File: src/rtl/core/cfcb_pkg.sv
// Shared types, step codes and the byte-wise CRC-16 update for the frame builder.
package cfcb_pkg;

  localparam logic [15:0] CRC_INIT  = 16'hC181;
  localparam logic [15:0] CRC_POLY  = 16'hA001;
  localparam logic [15:0] BYTE_MASK = 16'h00FF;

  localparam logic [7:0] CFG_DEST_ID = 8'd0;
  localparam logic [7:0] CFG_COMMAND = 8'd1;

  localparam logic [2:0] ST_HDR0 = 3'd0;
  localparam logic [2:0] ST_HDR1 = 3'd1;
  localparam logic [2:0] ST_CMD  = 3'd2;
  localparam logic [2:0] ST_DATA = 3'd3;
  localparam logic [2:0] ST_CRCL = 3'd4;
  localparam logic [2:0] ST_CRCH = 3'd5;

  typedef struct packed {
    logic       valid;
    logic [7:0] data;
    logic       frame_end;
  } beat_t;

  function automatic logic [15:0] crc_feed(input logic [15:0] crc, input logic [7:0] b);
    logic [15:0] c;
    c = crc ^ ({8'h00, b} & BYTE_MASK);
    for (int k = 0; k < 8; k++) begin
      if (c[0]) begin
        c = (c >> 1) ^ CRC_POLY;
      end else begin
        c = c >> 1;
      end
    end
    return c;
  endfunction

endpackage

File: src/rtl/core/cfcb_seq.sv
// Work register and byte sequencer: emits header, payload and CRC beats of one item.
module cfcb_seq (
  input  logic                  clk_i,
  input  logic                  rst_ni,
  input  logic                  load_i,
  input  logic [7:0]            byte_i,
  input  logic                  last_i,
  input  logic                  start_hdr_i,
  input  logic [15:0]           dest_id_i,
  input  logic [7:0]            command_i,
  input  logic                  out_free_i,
  output cfcb_pkg::beat_t       beat_o,
  output logic                  ready_o
);
  import cfcb_pkg::*;

  logic        work_valid_q, work_valid_d;
  logic [2:0]  step_q, step_d, step_nxt;
  logic [7:0]  byte_q;
  logic        last_q;
  logic [15:0] crc_q, crc_nxt;
  logic [7:0]  emit_data;
  logic        emit_end;
  logic        done;
  logic        adv;
  logic        finish;

  assign adv    = work_valid_q && out_free_i;
  assign finish = adv && done;
  assign ready_o = !work_valid_q || finish;

  always_comb begin
    emit_data = byte_q;
    emit_end  = 1'b0;
    crc_nxt   = crc_q;
    step_nxt  = step_q;
    done      = 1'b1;
    unique case (step_q)
      ST_HDR0: begin
        emit_data = dest_id_i[7:0];
        crc_nxt   = crc_feed(CRC_INIT, dest_id_i[7:0]);
        step_nxt  = ST_HDR1;
        done      = 1'b0;
      end
      ST_HDR1: begin
        emit_data = dest_id_i[15:8];
        crc_nxt   = crc_feed(crc_q, dest_id_i[15:8]);
        step_nxt  = ST_CMD;
        done      = 1'b0;
      end
      ST_CMD: begin
        emit_data = command_i;
        crc_nxt   = crc_feed(crc_q, command_i);
        step_nxt  = ST_DATA;
        done      = 1'b0;
      end
      ST_DATA: begin
        emit_data = byte_q;
        crc_nxt   = crc_feed(crc_q, byte_q);
        step_nxt  = ST_CRCL;
        done      = !last_q;
      end
      ST_CRCL: begin
        emit_data = crc_q[7:0];
        step_nxt  = ST_CRCH;
        done      = 1'b0;
      end
      ST_CRCH: begin
        emit_data = crc_q[15:8];
        emit_end  = 1'b1;
        crc_nxt   = CRC_INIT;
        done      = 1'b1;
      end
      default: begin
        done = 1'b1;
      end
    endcase
  end

  always_comb begin
    work_valid_d = work_valid_q;
    step_d       = step_q;
    if (load_i) begin
      work_valid_d = 1'b1;
      step_d       = start_hdr_i ? ST_HDR0 : ST_DATA;
    end else if (finish) begin
      work_valid_d = 1'b0;
    end else if (adv) begin
      step_d = step_nxt;
    end
  end

  always_ff @(posedge clk_i or negedge rst_ni) begin
    if (!rst_ni) begin
      work_valid_q <= 1'b0;
      step_q       <= ST_HDR0;
    end else begin
      work_valid_q <= work_valid_d;
      step_q       <= step_d;
    end
  end

  always_ff @(posedge clk_i) begin
    if (load_i) begin
      byte_q <= byte_i;
      last_q <= last_i;
    end
    if (adv) begin
      crc_q <= crc_nxt;
    end
  end

  assign beat_o.valid     = adv;
  assign beat_o.data      = emit_data;
  assign beat_o.frame_end = emit_end;

  a_crcl_then_crch: assert property (@(posedge clk_i) disable iff (!rst_ni)
    adv && step_q == ST_CRCL |=> work_valid_q && step_q == ST_CRCH)
    else $error("CRC low beat not followed by CRC high beat");

  a_crc_only_on_last: assert property (@(posedge clk_i) disable iff (!rst_ni)
    work_valid_q && (step_q == ST_CRCL || step_q == ST_CRCH) |-> last_q)
    else $error("CRC beat on an item without last flag");

  a_hold_on_stall: assert property (@(posedge clk_i) disable iff (!rst_ni)
    work_valid_q && !adv |=> work_valid_q && $stable(step_q))
    else $error("sequencer moved while output stalled");

  a_no_load_busy: assert property (@(posedge clk_i) disable iff (!rst_ni)
    load_i |-> !work_valid_q || finish)
    else $error("item loaded over unfinished work");

endmodule

File: src/rtl/core/cfcb_out.sv
// Output register: holds one frame beat until the receiver takes it.
module cfcb_out (
  input  logic            clk_i,
  input  logic            rst_ni,
  input  cfcb_pkg::beat_t beat_i,
  input  logic            out_ready_i,
  output logic            free_o,
  output logic            out_valid_o,
  output logic [7:0]      out_byte_o,
  output logic            frame_end_o
);
  import cfcb_pkg::*;

  logic       valid_q, valid_d;
  logic [7:0] data_q;
  logic       end_q;

  assign free_o  = !valid_q || out_ready_i;
  assign valid_d = beat_i.valid ? 1'b1 : (out_ready_i ? 1'b0 : valid_q);

  always_ff @(posedge clk_i or negedge rst_ni) begin
    if (!rst_ni) begin
      valid_q <= 1'b0;
    end else begin
      valid_q <= valid_d;
    end
  end

  always_ff @(posedge clk_i) begin
    if (beat_i.valid) begin
      data_q <= beat_i.data;
      end_q  <= beat_i.frame_end;
    end
  end

  assign out_valid_o = valid_q;
  assign out_byte_o  = data_q;
  assign frame_end_o = end_q;

  a_no_overwrite: assert property (@(posedge clk_i) disable iff (!rst_ni)
    beat_i.valid |-> free_o)
    else $error("beat written over a waiting beat");

  a_hold_stalled: assert property (@(posedge clk_i) disable iff (!rst_ni)
    valid_q && !out_ready_i |=> valid_q && $stable(data_q) && $stable(end_q))
    else $error("waiting beat changed");

  a_frame_end_kept: assert property (@(posedge clk_i) disable iff (!rst_ni)
    valid_q && end_q && !out_ready_i |=> end_q)
    else $error("frame end flag lost");

endmodule

File: src/rtl/core/command_frame_crc16_builder_top.sv
// Top level of the command frame builder with reflected CRC-16.
//
// Input channel: one payload byte per beat with a last flag (in_valid_i/in_ready_o).
// The first byte of a frame is preceded by dest_id low, dest_id high and the
// command byte; the last byte is followed by CRC low and CRC high, the latter
// flagged by frame_end_o. CRC-16 reflected, poly 0xA001, init 0xC181.
// Output channel: one frame byte per beat (out_valid_o/out_ready_i).
// Configuration: cfg_valid_i/cfg_ready_o write dest_id (index 0) or
// command_code (index 1); write only while idle. Other indexes are ignored.
// An accepted item is held in the sequencer's work register; its beats reach the receiver through the output register.
// Throughput: one output beat per cycle from the output register while the receiver
// takes every beat; an item yields 1 beat mid-frame, 4 when it opens a frame, 3 when
// it closes one and 6 for a one-byte frame, issued from the sequencer's work register.
// Reset: empties the pipeline, no frame open, registers read zero.
// Receiver stall: the output beat holds, the sequencer holds, and in_ready_o
// drops once the work register is occupied.
module command_frame_crc16_builder_top (
  input  logic        clk_i,
  input  logic        rst_ni,
  input  logic        in_valid_i,
  output logic        in_ready_o,
  input  logic [7:0]  payload_byte_i,
  input  logic        last_byte_i,
  output logic        out_valid_o,
  input  logic        out_ready_i,
  output logic [7:0]  out_byte_o,
  output logic        frame_end_o,
  input  logic        cfg_valid_i,
  output logic        cfg_ready_o,
  input  logic [7:0]  cfg_index_i,
  input  logic [15:0] cfg_data_i
);
  import cfcb_pkg::*;

  logic [15:0] dest_id_q;
  logic [7:0]  command_q;
  logic        frame_open_q;
  logic        in_accept;
  logic        out_free;
  beat_t       beat;

  assign cfg_ready_o = 1'b1;
  assign in_accept   = in_valid_i && in_ready_o;

  always_ff @(posedge clk_i or negedge rst_ni) begin
    if (!rst_ni) begin
      dest_id_q    <= 16'h0000;
      command_q    <= 8'h00;
      frame_open_q <= 1'b0;
    end else begin
      if (cfg_valid_i && cfg_index_i == CFG_DEST_ID) begin
        dest_id_q <= cfg_data_i;
      end
      if (cfg_valid_i && cfg_index_i == CFG_COMMAND) begin
        command_q <= cfg_data_i[7:0];
      end
      if (in_accept) begin
        frame_open_q <= !last_byte_i;
      end
    end
  end

  cfcb_seq u_seq (
    .clk_i       (clk_i),
    .rst_ni      (rst_ni),
    .load_i      (in_accept),
    .byte_i      (payload_byte_i),
    .last_i      (last_byte_i),
    .start_hdr_i (!frame_open_q),
    .dest_id_i   (dest_id_q),
    .command_i   (command_q),
    .out_free_i  (out_free),
    .beat_o      (beat),
    .ready_o     (in_ready_o)
  );

  cfcb_out u_out (
    .clk_i       (clk_i),
    .rst_ni      (rst_ni),
    .beat_i      (beat),
    .out_ready_i (out_ready_i),
    .free_o      (out_free),
    .out_valid_o (out_valid_o),
    .out_byte_o  (out_byte_o),
    .frame_end_o (frame_end_o)
  );

endmodule

File: config.mk
export PLATFORM = sky130hd
export DESIGN_NAME = command_frame_crc16_builder_top
export DESIGN_NICKNAME = d
export VERILOG_FILES = /design/src/rtl/core/cfcb_pkg.sv /design/src/rtl/core/cfcb_seq.sv /design/src/rtl/core/cfcb_out.sv /design/src/rtl/core/command_frame_crc16_builder_top.sv
export SDC_FILE = /design/constraint.sdc
export NUM_CORES = 1
export LEC_CHECK = 0
export ABC_CLOCK_PERIOD_IN_PS = 3000
export BUFFER_PORTS_ARGS = -buffer_cell sky130_fd_sc_hd__buf_2
export CORE_ASPECT_RATIO = 2
export CORE_MARGIN = 2
export CORE_UTILIZATION = 59
export DETAILED_ROUTE_END_ITERATION = 10
export PLACE_DENSITY = 0.89
export RECOVER_POWER = 25
export SLEW_MARGIN = 10
export SYNTH_ARGS = -nofsm -noshare
export SYNTH_HDL_FRONTEND = slang
export SYNTH_HIERARCHICAL = 1
export SYNTH_SLANG_ARGS = --single-unit
File: constraint.sdc
create_clock -name clk_i -period 3 [get_ports clk_i]
set_input_delay 0 -clock clk_i [delete_from_list [all_inputs] [get_ports clk_i]]
set_output_delay 0 -clock clk_i [all_outputs]
set_load 0.01 [all_outputs]
; Word level (Yosys, flattened, before mapping)
; Cells that the tools add are included.
[word_totals]
reg_bits = 64
in_bits = 38
output_inout_bits = 12
[op_classes]
eq_ne = 7
n_mux = 73
bitwise_logic = 36
n_reduce_logical = 21
[op_table]
columns = cell, n
row1 = $mux 16, 60
row2 = $not 2->3, 32
row3 = $pmux 16 s5, 1
row4 = $xor 16x8->16, 3
row5 = $pmux 8 s5, 1
row6 = $pmux 3 s5, 1
row7 = $mux 3, 3
row8 = $eq 8x1->1 const B, 1
row9 = $logic_not 8->1, 1
row10 = $eq 3x2->1 const B, 2
row11 = $eq 3x3->1 const B, 2
row12 = $reduce_bool 2->1, 3
row13 = $reduce_bool 6->1, 1
row14 = $logic_and 1x1->1, 5
row15 = $mux 1, 5
row16 = $not 2->5, 1
row17 = $reduce_bool 5->1, 1
row18 = $logic_not 1->1, 4
row19 = $reduce_or 4->1, 1
row20 = $eq 3x1->1 const B, 1
row21 = $logic_not 3->1, 1
row22 = $reduce_and 3->1, 1
row23 = $logic_or 1x1->1, 2
row24 = $mux 2, 1
row25 = other kinds (3), 3

; Depth between registers and ports, before layout
[depth]
depth_word = 25
ltp_mapped = 8
ltp_nobuf = 7

; Modules after synthesis
; The synthesis kept the hierarchy.
[by_module_without_submodules]
columns = mod, n_inst, cells_each, area_per_inst_um2
row1 = cfcb_seq, 1, 269, 2695.1
row2 = command_frame_crc16_builder_top, 1, 62, 1022.2
row3 = cfcb_out, 1, 12, 317.8

; Least setup slack after synthesis
; No wires, ideal clock.
[synth_timing]
kind = reg2reg
startpoint = reg u_seq.crc_q[2]
endpoint = reg u_seq.crc_q[0] (data pin)
setup_time_ns = 0.269
arrival_ns = 1.965
required_time_ns = 2.731
slack_ns = 0.767
stages_incl_launch_ff = 7
path_buffers = 0
synth_period_minus_slack_ns = 2.233
cell_sequence = edfxtp_1 xnor2_2 xnor3_1 xnor3_1 xor2_1 a2111oi_2 a211oi_1
[synth_between]
elab_chain_cells = 18
word_cells_on_any_way = 52
cone_classes = mux: 46 / bitwise: 6
[synth_rtl]
columns = item, line
row1 = "start, declared", cfcb_seq.sv:21  ; logic [15:0] crc_q, crc_nxt;
row2 = "start signal, assigned", cfcb_seq.sv:109  ; crc_q <= crc_nxt;
row3 = $xor 16x8->16, cfcb_pkg.sv:26  ; c = crc ^ ({8'h00, b} & BYTE_MASK);
row4 = $mux 16, cfcb_pkg.sv:28  ; if (c[0]) begin
row5 = $mux 16, cfcb_seq.sv:38  ; unique case (step_q)
row6 = $not 2->3 (no source line), n/a
row7 = $mux 16, cfcb_pkg.sv:28
row8 = $mux 16, cfcb_seq.sv:38
row9 = $mux 16, cfcb_pkg.sv:28
row10 = $mux 16, cfcb_seq.sv:38
row11 = (+3 left out), n/a
row12 = $mux 16, cfcb_seq.sv:38
row13 = $mux 16, cfcb_pkg.sv:28
row14 = $mux 16, cfcb_seq.sv:38
row15 = $mux 16, cfcb_pkg.sv:28
row16 = $mux 16, cfcb_seq.sv:38
row17 = $mux 16, cfcb_pkg.sv:28
row18 = $pmux 16 s5 (*), cfcb_seq.sv:38
row19 = named net u_seq.crc_nxt[0], cfcb_seq.sv:21
; The timed path passes the listed nets; every way through them passes the cells marked *. The select of a mux whose other input is x is not followed.
; A chain may end at the register's enable or synchronous reset.

; Worst setup path after layout
; Ends and elaborated chain as after synthesis.

==> flow_metrics.py <==
metrics = {
    "sta": {
        "worstMarginPinSlew_ns": 1.61,
        "skew_ns": 0.00999,
        "drv_slew": 31,
        "hold_viol_final": 0,
        "finalCritPeriodShare_pct": 80.7,
        "rsz0062_at_grt": "no",
        "finalSetupViolations": 0,
        "slew_headroom_pct": -7.21,
        "timing.fmax_mhz": 413,
        "finalSetupTns_ns": 0,
        "fin_crit_ns": 2.42,
    },
    "pwr": {
        "seqPwrFrac_pct": 27.4,
        "comb_power_share_pct": 56.8,
        "p_switching_w": 0.00245,
        "clkPwrFrac_pct": 15.8,
        "power.density_mw_per_mm2": 1270,
        "irDropWorstVdd_mv": 0.771,
        "swShare_pct": 39.9,
        "p_leak_nw": 2.05,
        "internal-power_w": 0.00369,
    },
    "floorplan": {
        "die_area_mm2": 0.00756,
        "fp.dieW_um": 62.5,
        "core_mm2": 0.00662,
        "die_y_um": 121,
        "ios": 50,
        "start_util_pct": 60.9,
        "placementRows": 42,
    },
    "clocking": {
        "root_buffer": "clkbuf_16",
        "cts_tree": "yes",
        "clockBufferDepth": 2,
        "clk_pin_slew_ns": 0.05,
        "h-tree-depth": 3,
        "clkSinkCount": 64,
        "cts_setup_buffers": 0,
        "clock_latency_ns": 0.34,
        "cts_buffers": 9,
    },
    "place": {
        "place_area_mm2": 0.00430,
        "dp.cells": 461,
        "dpl.hpwl_um": 6820,
        "port_buffers": 48,
        "gp_congestion": 0.972,
    },
    "critical_path": {
        "crit_slowest_cell": "edfxtp_1",
        "cp-end-kind": "flip-flop",
        "cp_data_required_time_ns": 3.08,
        "cp_cell_sequence": "xnor2_2 > xnor3_1 > xnor3_1 > xor2_1 > a2111oi_2 > a211oi_1",
        "cp-start-kind": "flip-flop",
        "cpPeakStageDelay_ns": 0.46,
        "cp_max_fo": 4,
        "arrival_ns": 2.50,
        "cpMostUsedCell": "xnor3_1",
        "critPathKind": "flip-flop to flip-flop",
    },
    "routing": {
        "wl_um": 10100,
        "dr_total_vias": 3014,
        "ant_nets": 0,
        "wl_per_cell_um": 20.0,
        "via_per_inst": 5.98,
        "drtIter0Drc": 181,
        "dr.pass1.iters": 5,
        "drcViolationCount": 0,
    },
    "final_layout": {
        "antenna_cells": 0,
        "final_cell_mix": "buf_2 (43), xnor2_1 (43), edfxtp_1 (34)",
        "syn2layout_area_growth_pct": 20.0,
        "postLayoutCoreUtil_pct": 73.1,
        "fin_area_mm2": 0.00484,
        "fin_cells": 504,
        "drive_gt1_share_pct": 25.7,
        "nFillCells": 454,
        "nets": 449,
    },
    "grt": {
        "grt_pass1_vias": 3078,
        "use_met1_pct": 30.5,
        "grt_usage_pct": 28.0,
        "grt_max_degree": 49,
        "grt_pass1_wl_um": 15700,
        "use_met3_pct": 5.38,
        "grtUsageMet2_pct": 49.5,
        "grt.busiest_layer": "met2",
        "antenna_found_initial": 0,
        "overflow": 0,
    },
    "synth": {
        "yosys.area.top_type": "edfxtp_1",
        "synth_warnings": 6,
        "ys_seq_area_share_pct": 43.9,
        "syn_avg_cell_area_um2": 11.8,
        "synthTopCellsByArea": "edfxtp_1 (25%), dfrtp_1 (19%), xnor2_1 (9.3%), mux2_2 (6.1%), xor2_1 (4.6%)",
        "synth_area_mm2": 0.00404,
        "yosysTopAreaCellShare_pct": 25.3,
        "synth_nets": 381,
        "synth_cell_type_count": 56,
        "synth_flop_cell": "edfxtp_1",
        "synth_edf_count": 34,
        "ys_ff_latch": 64,
        "async_flop_share_pct": 46.9,
        "synthCells": 343,
    },
    "status": {
        "status": "complete, but fails checks",
        "violations": "max-capacitance violations, max-slew violations",
    },
    "flow_run": {
        "drv_cap": 1,
    },
    "min_path": {
        "hold_class": "primary input to flip-flop",
    },
}
## metrics by stage
stage	setup WS, ns	hold WS [ns]	power (W)
after floorplan	0.767	-0.296	0.00437
after global routing	0.446	0.166	0.00646
final	0.580	0.154	0.00615
after detailed placement	0.596	0.0590	0.00508
after CTS	0.589	0.143	0.00608
after global placement	0.626	0.0562	0.00499
## power by group through the flow
stage                     Clock, W  Sequential (W)  Combinational [W]
after floorplan                  0         0.00159            0.00279
after global placement           0         0.00167            0.00332
after detailed placement         0         0.00169            0.00339
after CTS                 0.000974         0.00167            0.00343
after global routing       0.00102         0.00171            0.00373
final                     0.000970         0.00168            0.00349
## cell type report
| cell class | count | area, um^2 | area share [%] |
|---|---|---|---|
| tap | 88 | 110 | 2.27 |
| inverter | 3 | 11.3 | 0.233 |
| clock inverter | 4 | 18.8 | 0.388 |
| clock buffer | 12 | 258 | 5.32 |
| sequential | 64 | 1770 | 36.6 |
| multi-input combinational | 253 | 2120 | 43.7 |
| timing repair buffer | 80 | 554 | 11.4 |
## cell usage after synthesis (3+ instances only)
master	count
a221oi_1	6
edfxtp_1	34
inv_1	3
nand2_1	14
mux2_2	22
o21ai_0	9
a22oi_1	9
mux2_4	8
buf_6	3
a21oi_1	13
xnor3_1	5
mux2i_1	8
buf_4	4
a211oi_1	6
clkbuf_1	14
nor2b_1	9
o21ai_1	13
nor2_1	10
nand2b_1	7
xor2_1	21
dfrtp_1	30
xnor2_1	43
o22ai_1	4
and2_1	9
## critical path, delay by kind of cell, from the launching register on
| family | cells | cell delay (ns) |
|---|---|---|
| compound gates | 2 | 0.45 |
| xor+xnor | 4 | 1.24 |
| flops | 1 | 0.46 |
## kinds of logic (layout without fill, tap and decap cells)
| group | Yosys count | count (layout) | share of synthesized area [%] |
|---|---|---|---|
| buffers and inverters | 26 | 99 | 3.60 |
| AND/OR/NAND/NOR | 67 | 67 | 9.80 |
| other | 1 | 1 | 0.0929 |
| multiplexers | 41 | 41 | 12.2 |
| AO/OA/AOI/OAI | 70 | 70 | 11.3 |
| flip-flops | 64 | 64 | 43.9 |
| XOR/XNOR | 74 | 74 | 19.1 |
## registers in the layout, summed over array words and instances (netlist names)
signal,flops
u_seq/crc_q,16
u_seq/byte_q,8
u_seq/last_q,1
frame_open_q,1
u_out/frame_end_o,1
dest_id_q,16
u_out/out_byte_o,8
u_out/out_valid_o,1
u_seq/step_q,3
u_seq/work_valid_q,1
command_q,8
## final timing paths
| kind | cells past startpoint | endpoint | slack [ns] | start |
|---|---|---|---|---|
| max in group asynchronous | 2 | dest_id_q[12]$_DFFE_PN0P_ | 1.41 | rst_ni |
| max reg2reg | 6 | u_seq/crc_q[0]$_DFFE_PP_ | 0.58 | u_seq/crc_q[2]$_DFFE_PP_ |
| min reg2reg | 2 | u_seq/work_valid_q$_DFFE_PN0P_ | 0.51 | u_seq/work_valid_q$_DFFE_PN0P_ |
| max | 6 | u_seq/crc_q[0]$_DFFE_PP_ | 0.58 | u_seq/crc_q[2]$_DFFE_PP_ |
| min | 3 | dest_id_q[5]$_DFFE_PN0P_ | 0.15 | cfg_index_i[0] |
| min in group asynchronous | 2 | dest_id_q[14]$_DFFE_PN0P_ | 0.65 | rst_ni |
## timing repair
action | CTS | global route
hold endpoints to repair | 65 | 0
hold buffers | 27 | 0
resized for setup | 0 | 0
## layer usage
layer  up-vias  wire length (um)
met1      1454              3600
met2       155              5410
met3        43               594
met4         0               470
li1       1362                 -
met5         -                 0
Note: power is estimated with default switching activity, not from simulation.
